$ cat config.mk
export PLATFORM = sky130hd
export DESIGN_NAME = md5_message_digest
export DESIGN_NICKNAME = d
export VERILOG_FILES = /design/src/md5_pkg.sv /design/src/md5_ram.sv /design/src/md5_front.sv /design/src/md5_core.sv /design/src/md5_back.sv /design/src/md5_message_digest.sv
export SDC_FILE = /design/constraint.sdc
export NUM_CORES = 2
export LEC_CHECK = 0
export BUFFER_PORTS_ARGS = -buffer_cell sky130_fd_sc_hd__buf_4
export CAP_MARGIN = 25
export CORE_ASPECT_RATIO = 1.75
export CORE_MARGIN = 2
export CORE_UTILIZATION = 65
export CTS_CLUSTER_DIAMETER = 200
export DETAILED_ROUTE_END_ITERATION = 10
export PLACE_DENSITY = 0.92
export SETUP_SLACK_MARGIN = 0.2
export SYNTH_ARGS = -nofsm -noshare
export SYNTH_HDL_FRONTEND = slang
export SYNTH_SLANG_ARGS = --single-unit
$ cat constraint.sdc
create_clock -name aclk -period 17.4 [get_ports aclk]
set_input_delay 1.74 -clock aclk [delete_from_list [all_inputs] [get_ports aclk]]
set_output_delay 1.74 -clock aclk [all_outputs]
set_load 0.005 [all_outputs]
$ cat src/md5_pkg.sv
// md5_pkg: payload structs, control structs and MD5 constant tables.
// No dependencies; imported by md5_front, md5_core, md5_back and md5_message_digest.
`timescale 1ns / 1ps
package md5_pkg;

    localparam int WordW      = 32;
    localparam int BufWords   = 16;
    localparam int WordIdxW   = $clog2(BufWords);
    localparam int RoundIdxW  = 6;

    localparam logic [WordW-1:0] InitA = 32'h67452301;
    localparam logic [WordW-1:0] InitB = 32'hefcdab89;
    localparam logic [WordW-1:0] InitC = 32'h98badcfe;
    localparam logic [WordW-1:0] InitD = 32'h10325476;
    localparam logic [7:0]       PadByte = 8'h80;

    typedef struct packed {
        logic [7:0] data_byte;
        logic       byte_present;
        logic       last;
    } in_t;

    typedef struct packed {
        logic [63:0] digest_high;
        logic [63:0] digest_low;
    } out_t;

    typedef struct packed {
        logic start;
        logic init;
    } core_ctl_t;

    typedef struct packed {
        logic done;
    } core_sts_t;

    function automatic logic [WordW-1:0] md5_k(input logic [RoundIdxW-1:0] i);
        logic [WordW-1:0] k;
        case (i)
            6'd0:  k = 32'hd76aa478; 6'd1:  k = 32'he8c7b756;
            6'd2:  k = 32'h242070db; 6'd3:  k = 32'hc1bdceee;
            6'd4:  k = 32'hf57c0faf; 6'd5:  k = 32'h4787c62a;
            6'd6:  k = 32'ha8304613; 6'd7:  k = 32'hfd469501;
            6'd8:  k = 32'h698098d8; 6'd9:  k = 32'h8b44f7af;
            6'd10: k = 32'hffff5bb1; 6'd11: k = 32'h895cd7be;
            6'd12: k = 32'h6b901122; 6'd13: k = 32'hfd987193;
            6'd14: k = 32'ha679438e; 6'd15: k = 32'h49b40821;
            6'd16: k = 32'hf61e2562; 6'd17: k = 32'hc040b340;
            6'd18: k = 32'h265e5a51; 6'd19: k = 32'he9b6c7aa;
            6'd20: k = 32'hd62f105d; 6'd21: k = 32'h02441453;
            6'd22: k = 32'hd8a1e681; 6'd23: k = 32'he7d3fbc8;
            6'd24: k = 32'h21e1cde6; 6'd25: k = 32'hc33707d6;
            6'd26: k = 32'hf4d50d87; 6'd27: k = 32'h455a14ed;
            6'd28: k = 32'ha9e3e905; 6'd29: k = 32'hfcefa3f8;
            6'd30: k = 32'h676f02d9; 6'd31: k = 32'h8d2a4c8a;
            6'd32: k = 32'hfffa3942; 6'd33: k = 32'h8771f681;
            6'd34: k = 32'h6d9d6122; 6'd35: k = 32'hfde5380c;
            6'd36: k = 32'ha4beea44; 6'd37: k = 32'h4bdecfa9;
            6'd38: k = 32'hf6bb4b60; 6'd39: k = 32'hbebfbc70;
            6'd40: k = 32'h289b7ec6; 6'd41: k = 32'heaa127fa;
            6'd42: k = 32'hd4ef3085; 6'd43: k = 32'h04881d05;
            6'd44: k = 32'hd9d4d039; 6'd45: k = 32'he6db99e5;
            6'd46: k = 32'h1fa27cf8; 6'd47: k = 32'hc4ac5665;
            6'd48: k = 32'hf4292244; 6'd49: k = 32'h432aff97;
            6'd50: k = 32'hab9423a7; 6'd51: k = 32'hfc93a039;
            6'd52: k = 32'h655b59c3; 6'd53: k = 32'h8f0ccc92;
            6'd54: k = 32'hffeff47d; 6'd55: k = 32'h85845dd1;
            6'd56: k = 32'h6fa87e4f; 6'd57: k = 32'hfe2ce6e0;
            6'd58: k = 32'ha3014314; 6'd59: k = 32'h4e0811a1;
            6'd60: k = 32'hf7537e82; 6'd61: k = 32'hbd3af235;
            6'd62: k = 32'h2ad7d2bb; default: k = 32'heb86d391;
        endcase
        return k;
    endfunction

    function automatic logic [4:0] md5_rot(input logic [RoundIdxW-1:0] i);
        logic [4:0] s;
        case ({i[5:4], i[1:0]})
            4'd0:  s = 5'd7;  4'd1:  s = 5'd12; 4'd2:  s = 5'd17; 4'd3:  s = 5'd22;
            4'd4:  s = 5'd5;  4'd5:  s = 5'd9;  4'd6:  s = 5'd14; 4'd7:  s = 5'd20;
            4'd8:  s = 5'd4;  4'd9:  s = 5'd11; 4'd10: s = 5'd16; 4'd11: s = 5'd23;
            4'd12: s = 5'd6;  4'd13: s = 5'd10; 4'd14: s = 5'd15; default: s = 5'd21;
        endcase
        return s;
    endfunction

    // message word index used by round i
    function automatic logic [WordIdxW-1:0] md5_g(input logic [RoundIdxW-1:0] i);
        logic [WordIdxW-1:0] n;
        logic [WordIdxW-1:0] g;
        n = i[WordIdxW-1:0];
        case (i[5:4])
            2'd0:    g = n;
            2'd1:    g = WordIdxW'(n * 4'd5 + 4'd1);
            2'd2:    g = WordIdxW'(n * 4'd3 + 4'd5);
            default: g = WordIdxW'(n * 4'd7);
        endcase
        return g;
    endfunction

    function automatic logic [WordW-1:0] bswap32(input logic [WordW-1:0] w);
        return {w[7:0], w[15:8], w[23:16], w[31:24]};
    endfunction

endpackage

$ cat src/md5_ram.sv
// md5_ram: generic single-write, single-read RAM with registered read data.
// No dependencies.
`timescale 1ns / 1ps
module md5_ram #(
    parameter int WIDTH = 32,
    parameter int DEPTH = 16
) (
    input  logic                     aclk,
    input  logic                     we,
    input  logic [$clog2(DEPTH)-1:0] waddr,
    input  logic [WIDTH-1:0]         wdata,
    input  logic [$clog2(DEPTH)-1:0] raddr,
    output logic [WIDTH-1:0]         rdata
);
    logic [WIDTH-1:0] mem_reg [DEPTH];
    logic [WIDTH-1:0] rdata_reg;

    always_ff @(posedge aclk) begin
        if (we) begin
            mem_reg[waddr] <= wdata;
        end
        rdata_reg <= mem_reg[raddr];
    end

    assign rdata = rdata_reg;
endmodule

$ cat src/md5_front.sv
// md5_front: accepts input beats, drops beats with neither flag, queues the rest.
// Depends on md5_pkg.
`timescale 1ns / 1ps
module md5_front (
    input  logic          aclk,
    input  logic          aresetn,
    input  logic          s_valid,
    output logic          s_ready,
    input  md5_pkg::in_t  s_data,
    output logic          q_valid,
    input  logic          q_ready,
    output md5_pkg::in_t  q_data
);
    import md5_pkg::*;

    in_t        slot_reg [2];
    logic       wr_ptr_reg, wr_ptr_next;
    logic       rd_ptr_reg, rd_ptr_next;
    logic [1:0] count_reg, count_next;
    logic       push, pop;

    assign s_ready = (count_reg != 2'd2);
    assign push    = s_valid && s_ready && (s_data.byte_present || s_data.last);
    assign q_valid = (count_reg != 2'd0);
    assign pop     = q_valid && q_ready;
    assign q_data  = slot_reg[rd_ptr_reg];

    always_comb begin
        wr_ptr_next = push ? ~wr_ptr_reg : wr_ptr_reg;
        rd_ptr_next = pop ? ~rd_ptr_reg : rd_ptr_reg;
        count_next  = count_reg + 2'(push) - 2'(pop);
    end

    always_ff @(posedge aclk) begin
        if (!aresetn) begin
            wr_ptr_reg <= 1'b0;
            rd_ptr_reg <= 1'b0;
            count_reg  <= 2'd0;
        end else begin
            wr_ptr_reg <= wr_ptr_next;
            rd_ptr_reg <= rd_ptr_next;
            count_reg  <= count_next;
        end
        if (push) begin
            slot_reg[wr_ptr_reg] <= s_data;
        end
    end
endmodule

$ cat src/md5_core.sv
// md5_core: chaining words and one-round-per-cycle MD5 compression.
// Depends on md5_pkg; reads message words from the block buffer RAM.
`timescale 1ns / 1ps
module md5_core (
    input  logic                              aclk,
    input  logic                              aresetn,
    input  md5_pkg::core_ctl_t                ctl,
    output md5_pkg::core_sts_t                sts,
    output logic [md5_pkg::WordIdxW-1:0]      rd_addr,
    input  logic [md5_pkg::WordW-1:0]         rd_data,
    output logic [4*md5_pkg::WordW-1:0]       chain
);
    import md5_pkg::*;

    typedef enum logic [1:0] {C_IDLE, C_PREP, C_ROUND, C_ADD} cstate_t;

    cstate_t              state_reg, state_next;
    logic [RoundIdxW-1:0] round_reg, round_next;
    logic [WordW-1:0]     h_reg [4];
    logic [WordW-1:0]     a_reg, b_reg, c_reg, d_reg;
    logic [WordW-1:0]     f, sum;
    logic [2*WordW-1:0]   rot;

    always_comb begin
        case (round_reg[5:4])
            2'd0:    f = (b_reg & c_reg) | (~b_reg & d_reg);
            2'd1:    f = (d_reg & b_reg) | (~d_reg & c_reg);
            2'd2:    f = b_reg ^ c_reg ^ d_reg;
            default: f = c_reg ^ (b_reg | ~d_reg);
        endcase
        sum = a_reg + f + md5_k(round_reg) + rd_data;
        rot = {sum, sum} << md5_rot(round_reg);
    end

    // prefetch the word for the next round
    assign rd_addr  = (state_reg == C_ROUND) ? md5_g(round_reg + 6'd1) : md5_g(6'd0);
    assign sts.done = (state_reg == C_ADD);
    assign chain    = {h_reg[0], h_reg[1], h_reg[2], h_reg[3]};

    always_comb begin
        state_next = state_reg;
        round_next = round_reg;
        unique case (state_reg)
            C_IDLE: begin
                if (ctl.start) begin
                    state_next = C_PREP;
                    round_next = '0;
                end
            end
            C_PREP:  state_next = C_ROUND;
            C_ROUND: begin
                round_next = round_reg + 6'd1;
                if (round_reg == 6'd63) begin
                    state_next = C_ADD;
                end
            end
            C_ADD:   state_next = C_IDLE;
            default: state_next = C_IDLE;
        endcase
    end

    always_ff @(posedge aclk) begin
        if (!aresetn) begin
            state_reg <= C_IDLE;
            round_reg <= '0;
            h_reg[0]  <= InitA;
            h_reg[1]  <= InitB;
            h_reg[2]  <= InitC;
            h_reg[3]  <= InitD;
        end else begin
            state_reg <= state_next;
            round_reg <= round_next;
            if (ctl.init) begin
                h_reg[0] <= InitA;
                h_reg[1] <= InitB;
                h_reg[2] <= InitC;
                h_reg[3] <= InitD;
            end else if (state_reg == C_ADD) begin
                h_reg[0] <= h_reg[0] + a_reg;
                h_reg[1] <= h_reg[1] + b_reg;
                h_reg[2] <= h_reg[2] + c_reg;
                h_reg[3] <= h_reg[3] + d_reg;
            end
        end
        if (state_reg == C_PREP) begin
            a_reg <= h_reg[0];
            b_reg <= h_reg[1];
            c_reg <= h_reg[2];
            d_reg <= h_reg[3];
        end else if (state_reg == C_ROUND) begin
            a_reg <= d_reg;
            b_reg <= b_reg + rot[2*WordW-1:WordW];
            c_reg <= b_reg;
            d_reg <= c_reg;
        end
    end
endmodule

$ cat src/md5_back.sv
// md5_back: block buffer fill, padding sequencer and digest output register.
// Depends on md5_pkg, md5_ram and md5_core.
`timescale 1ns / 1ps
module md5_back (
    input  logic          aclk,
    input  logic          aresetn,
    input  logic          q_valid,
    output logic          q_ready,
    input  md5_pkg::in_t  q_data,
    output logic          m_valid,
    input  logic          m_ready,
    output md5_pkg::out_t m_data
);
    import md5_pkg::*;

    typedef enum logic [2:0] {B_IDLE, B_PAD, B_FILL, B_KICK, B_WAIT, B_DONE} bstate_t;

    bstate_t             state_reg, state_next;
    bstate_t             ret_reg, ret_next;
    logic [63:0]         bit_count_reg, bit_count_next;
    logic [WordW-1:0]    word_reg, word_next;
    logic [WordIdxW-1:0] widx_reg, widx_next;
    logic                two_blk_reg, two_blk_next;
    logic                out_valid_reg, out_valid_next;
    out_t                out_reg, out_next;

    logic [5:0]          pos;
    logic                we;
    logic [WordIdxW-1:0] waddr;
    logic [WordW-1:0]    wdata, byte_word, pad_word;
    logic [WordIdxW-1:0] rd_addr;
    logic [WordW-1:0]    rd_data;
    logic [4*WordW-1:0]  chain;
    core_ctl_t           core_ctl;
    core_sts_t           core_sts;

    md5_ram #(.WIDTH(WordW), .DEPTH(BufWords)) u_buf (
        .aclk  (aclk),
        .we    (we),
        .waddr (waddr),
        .wdata (wdata),
        .raddr (rd_addr),
        .rdata (rd_data)
    );

    md5_core u_core (
        .aclk    (aclk),
        .aresetn (aresetn),
        .ctl     (core_ctl),
        .sts     (core_sts),
        .rd_addr (rd_addr),
        .rd_data (rd_data),
        .chain   (chain)
    );

    assign pos     = bit_count_reg[8:3];
    assign q_ready = (state_reg == B_IDLE);
    assign m_valid = out_valid_reg;
    assign m_data  = out_reg;

    always_comb begin
        case (pos[1:0])
            2'd0: begin
                byte_word = {word_reg[31:8], q_data.data_byte};
                pad_word  = {24'd0, PadByte};
            end
            2'd1: begin
                byte_word = {word_reg[31:16], q_data.data_byte, word_reg[7:0]};
                pad_word  = {16'd0, PadByte, word_reg[7:0]};
            end
            2'd2: begin
                byte_word = {word_reg[31:24], q_data.data_byte, word_reg[15:0]};
                pad_word  = {8'd0, PadByte, word_reg[15:0]};
            end
            default: begin
                byte_word = {q_data.data_byte, word_reg[23:0]};
                pad_word  = {PadByte, word_reg[23:0]};
            end
        endcase
    end

    always_comb begin
        state_next     = state_reg;
        ret_next       = ret_reg;
        bit_count_next = bit_count_reg;
        word_next      = word_reg;
        widx_next      = widx_reg;
        two_blk_next   = two_blk_reg;
        out_valid_next = out_valid_reg && !m_ready;
        out_next       = out_reg;
        we             = 1'b0;
        waddr          = pos[5:2];
        wdata          = byte_word;
        core_ctl.start = (state_reg == B_KICK);
        core_ctl.init  = 1'b0;
        unique case (state_reg)
            B_IDLE: begin
                if (q_valid) begin
                    if (q_data.byte_present) begin
                        word_next      = byte_word;
                        we             = (pos[1:0] == 2'd3);
                        bit_count_next = bit_count_reg + 64'd8;
                        if (pos == 6'd63) begin
                            ret_next   = q_data.last ? B_PAD : B_IDLE;
                            state_next = B_KICK;
                        end else if (q_data.last) begin
                            state_next = B_PAD;
                        end
                    end else if (q_data.last) begin
                        state_next = B_PAD;
                    end
                end
            end
            B_PAD: begin
                we    = 1'b1;
                wdata = pad_word;
                if (pos[5:2] == 4'd15) begin
                    widx_next    = '0;
                    two_blk_next = 1'b0;
                    ret_next     = B_FILL;
                    state_next   = B_KICK;
                end else begin
                    widx_next    = pos[5:2] + 4'd1;
                    two_blk_next = (pos >= 6'd56);
                    state_next   = B_FILL;
                end
            end
            B_FILL: begin
                we    = 1'b1;
                waddr = widx_reg;
                if (two_blk_reg || widx_reg < 4'd14) begin
                    wdata = '0;
                end else if (widx_reg == 4'd14) begin
                    wdata = bit_count_reg[31:0];
                end else begin
                    wdata = bit_count_reg[63:32];
                end
                widx_next = widx_reg + 4'd1;
                if (widx_reg == 4'd15) begin
                    state_next   = B_KICK;
                    ret_next     = two_blk_reg ? B_FILL : B_DONE;
                    two_blk_next = 1'b0;
                end
            end
            B_KICK: state_next = B_WAIT;
            B_WAIT: begin
                if (core_sts.done) begin
                    state_next = ret_reg;
                end
            end
            B_DONE: begin
                if (!out_valid_reg || m_ready) begin
                    out_valid_next       = 1'b1;
                    out_next.digest_high = {bswap32(chain[127:96]), bswap32(chain[95:64])};
                    out_next.digest_low  = {bswap32(chain[63:32]), bswap32(chain[31:0])};
                    core_ctl.init        = 1'b1;
                    bit_count_next       = '0;
                    state_next           = B_IDLE;
                end
            end
            default: state_next = B_IDLE;
        endcase
    end

    always_ff @(posedge aclk) begin
        if (!aresetn) begin
            state_reg     <= B_IDLE;
            ret_reg       <= B_IDLE;
            bit_count_reg <= '0;
            widx_reg      <= '0;
            two_blk_reg   <= 1'b0;
            out_valid_reg <= 1'b0;
        end else begin
            state_reg     <= state_next;
            ret_reg       <= ret_next;
            bit_count_reg <= bit_count_next;
            widx_reg      <= widx_next;
            two_blk_reg   <= two_blk_next;
            out_valid_reg <= out_valid_next;
        end
        word_reg <= word_next;
        out_reg  <= out_next;
    end

    // buffer must stay untouched while a compression reads it
    a_no_write_in_compress: assert property (@(posedge aclk) disable iff (!aresetn)
        we |-> (state_reg != B_WAIT && state_reg != B_KICK))
        else $error("block buffer written during compression");

    a_digest_from_done: assert property (@(posedge aclk) disable iff (!aresetn)
        $rose(out_valid_reg) |-> $past(state_reg == B_DONE))
        else $error("digest loaded outside finish state");

    a_fill_end_kicks: assert property (@(posedge aclk) disable iff (!aresetn)
        (state_reg == B_FILL && widx_reg == 4'd15) |=> state_reg == B_KICK)
        else $error("padding block end did not start compression");

    a_count_cleared: assert property (@(posedge aclk) disable iff (!aresetn)
        (state_reg == B_DONE && state_next == B_IDLE) |=> bit_count_reg == 64'd0)
        else $error("bit count not cleared after digest");
endmodule

$ cat src/md5_message_digest.sv
// md5_message_digest: top level of the streaming MD5 hasher.
// Depends on md5_pkg, md5_front and md5_back.
//
//   channel   direction  payload                              handshake
//   s_        in         data_byte, byte_present, last        s_valid / s_ready
//   m_        out        digest_high, digest_low              m_valid / m_ready
//
// The back end takes byte beats while idle; every 64th byte adds a kick state and a
// compression (one MD5 round per cycle on the shared round unit). A last beat adds
// padding writes plus one or two compressions before the digest. A two-entry queue
// keeps taking beats, until it is full, while the back end compresses. Reset is
// synchronous, active low, and loads the initial chaining words. A stalled m_ only
// blocks the next digest.
`timescale 1ns / 1ps
module md5_message_digest (
    input  logic          aclk,
    input  logic          aresetn,
    input  logic          s_valid,
    output logic          s_ready,
    input  md5_pkg::in_t  s_data,
    output logic          m_valid,
    input  logic          m_ready,
    output md5_pkg::out_t m_data
);
    import md5_pkg::*;

    logic q_valid;
    logic q_ready;
    in_t  q_data;

    md5_front u_front (
        .aclk    (aclk),
        .aresetn (aresetn),
        .s_valid (s_valid),
        .s_ready (s_ready),
        .s_data  (s_data),
        .q_valid (q_valid),
        .q_ready (q_ready),
        .q_data  (q_data)
    );

    md5_back u_back (
        .aclk    (aclk),
        .aresetn (aresetn),
        .q_valid (q_valid),
        .q_ready (q_ready),
        .q_data  (q_data),
        .m_valid (m_valid),
        .m_ready (m_ready),
        .m_data  (m_data)
    );
endmodule
==> impl_metrics.csv <==
group,metric,value,unit
floorplanning,die_w,233.7,um
floorplanning,die-area,0.09489,mm2
sta,rsz0062_at_grt,"no",
sta,layout_worst_path_cycle_share,60.55,%
yosys,synth_edf_count,916,
cts,cts_repair_resize_count,0,
yosys,syn_nets,5543,
critical_path,cp-start-kind,"register",
job,max_cap_viol_count,0,
route,wl_met2,92.38,mm
route,firstDrtPassIters,7,
floorplanning,initial_core_util,65.53,%
final_layout,drive_gt1_share,13.77,%
place,io_buffers,143,
yosys,synth_area,0.06003,mm2
final_layout,ff_latch_area,0.03126,mm2
cts,cts_setup_buffers,0,
place,gp_congestion,1.007,
critical_path,r2r-end,"u_back.u_core.b_reg[28]",
final_layout,largest_register_ffs,512,
critical_path,ff2ff_path_depth,36,
critical_path,arrival,10990,ps
cts,clock_path_buffers,3,
sta,timing.final.crit_period,10540,ps
sta,setup_violations,0,
critical_path,reg2reg_slack,6860,ps
place,placed_cell_area,0.06257,mm2
global_route,grt_pass1_vias,46210,
cts,cts_tree,"yes",
sta,slew_headroom,23.27,%
global_route,grtUsageTotal,40.15,%
place,dpl.hpwl,126.7,mm
critical_path,cp_data_required_time,17860,ps
cts,clk_pin_slew_worst_paths,70,ps
route,wl_met1,58.41,mm
final_layout,final_cell_mix,"edfxtp_1, nand2_1, a21oi_1",
sta,clock_skew,45.13,ps
sta,fin_setup_tns,0,ps
sta,final-hold-violation-count,0,
route,top_layer_used,"met5",
critical_path,reg2reg_from,"u_back.u_core.round_reg[4]",
cts,clock-sinks,1103,
yosys,ys_warn_count,0,
route,drt_iter0_drc,5508,
final_layout,syn_to_final_growth,9.828,%
final_layout,final_common_cell,"edfxtp_1",
global_route,grt-ovfl-total,0,
global_route,antenna_found_initial,6,
cts,clk_latency,750,ps
final_layout,layout.nets,5632,
floorplanning,fp.dieH,406.0,um
cts,cts-root-buf,"clkbuf_16",
final_layout,multi_input_area,0.02699,mm2
sta,drv_slew,0,
yosys,synth.top_cell.area_share,45.82,%
cts,postCtsHoldBufs,0,
yosys,netlist_top_cells_area,"edfxtp_1, dfxtp_1, mux4_2, ha_1, a21oi_1",
route,num_vias,46280,
global_route,grt_max_degree,112,
yosys,synth.distinct_cells,96,
sta,worstMarginPinSlew,1151,ps
sta,clock.fmax,0.09492,GHz
yosys,synth_seq_cells,1103,
critical_path,worstSetupPathType,"reg -> reg",
cts,cts-buffers-inserted,94,
final_layout,final_area,0.06593,mm2
floorplanning,rows,147,
yosys,ys.flop_type,"edfxtp_1",
critical_path,crit_slowest_cell,"buf_4",
global_route,grt_pass1_wl,280.5,mm
route,vias_per_cell,7.016,
critical_path,worst_path_largest_cell_delay,870,ps
yosys,syn_inst,5235,
critical_path,critPathCaptureType,"register",
min_path,hold_class,"reg -> reg",
critical_path,setup.worst_path.start,"u_back.u_core.round_reg[4]",
route,wl,189.5,mm
yosys,synth_area_per_cell,11.47,um2
status,status,"finished clean",
cts,cts_max_level,3,
route,wl_met3,17.13,mm
route,postRouteAntennaNets,0,
route,wire_per_inst,28.73,um
final_layout,nFillCells,5836,
critical_path,crit_path_frequent_cell,"a21oi_1",
floorplanning,io-pin-count,144,
floorplanning,core,0.09160,mm2
route,drc,0,
yosys,synth-seq-area-share,52.06,%
yosys,yosysTopAreaCell,"edfxtp_1",
critical_path,endpoint,"u_back.u_core.b_reg[28]",
yosys,async_flop_share,0,%
critical_path,path_max_fanout,111,
per-stage QoR:
stage,worst slack (ps),utilization [%],hold slack (ps),std cells
finish,6865,71.98,493.6,6596
global route,6209,71.97,510.6,6594
CTS,6957,71.87,482.9,6584
detailed placement,7024,68.31,469.4,6410
global placement,7242,68.28,467.5,6405
floorplan,7766,-,445.3,5235
synthesized netlist by cell type (15+ instances only):
cell type and n:
fa_1 68, a21oi_1 383, and2_1 23, and3_1 35
a31oi_1 78, mux2_2 130, nand2b_1 35, nand4_1 19
o211ai_1 51, a211oi_1 67, nor2_1 360, o22ai_1 19
a22o_1 33, nor3b_1 41, or3_1 34, xor2_1 132
buf_1 35, edfxtp_1 916, xnor2_1 117, dfxtp_1 187
buf_2 25, a21o_1 71, nand2_1 492, mux2i_1 126
nor3_1 136, a221oi_1 16, ha_1 226, o21ai_0 321
o21a_1 28, a22oi_1 15, clkbuf_1 202, inv_1 251
nor2b_1 75, nand3_1 93, mux4_2 140
critical path: cells and delay by family, from the launching register on:
kind,cells,cell delay (ps)
buffers and inverters,3,970
and+or+nand+nor,5,710
adders and majority gates,4,1890
muxes,5,1000
DFF,1,830
AOI/OAI and AO/OA,18,4550
xor gates and xnor gates,1,180
cell type report:
cell class	instances	share of cell area (%)
clock buffers	125	4.012
flip-flops and latches	1103	47.41
clock inverters	49	0.9300
diodes	2	0.007592
inverters	255	1.452
repair buffers	260	2.987
well taps	1192	2.262
multi-input cells	3610	40.94
routing by layer:
| metal | global-route usage (%) | vias up |
|---|---|---|
| met1 | 41.95 | 22140 |
| met5 | 0 | - |
| met3 | 7.791 | 1045 |
| met4 | 37.57 | 8 |
| li1 | - | 19700 |
| met2 | 67.32 | 3387 |
cells by family (layout without fill, tap and decap cells):
logic type | count (synthesis) | count (layout) | share of synthesized area [%]
fa+ha+maj | 295 | 295 | 6.995
mux | 396 | 396 | 9.793
compound gates | 1270 | 1270 | 13.28
buf+inv | 522 | 689 | 3.354
xor+xnor | 249 | 249 | 3.633
simple gates | 1400 | 1400 | 10.88
flops | 1103 | 1103 | 52.06
other cells | 0 | 2 | 0
worst min-delay path by stage:
stage	cells after the start	end	start
finish	0	u_back.m_data[6]	u_back.u_core.h_reg[3][30]
global route	0	u_back.m_data[61]	u_back.u_core.h_reg[2][5]
CTS	0	u_back.m_data[6]	u_back.u_core.h_reg[3][30]
detailed placement	0	u_back.m_data[8]	u_back.u_core.h_reg[3][16]
global placement	0	u_back.m_data[117]	u_back.u_core.h_reg[0][13]
floorplan	0	u_back.m_data[35]	u_back.u_core.h_reg[2][27]
Power is not shown: default switching activity piles up to over one toggle a cycle in this logic, so the estimate is an artifact.
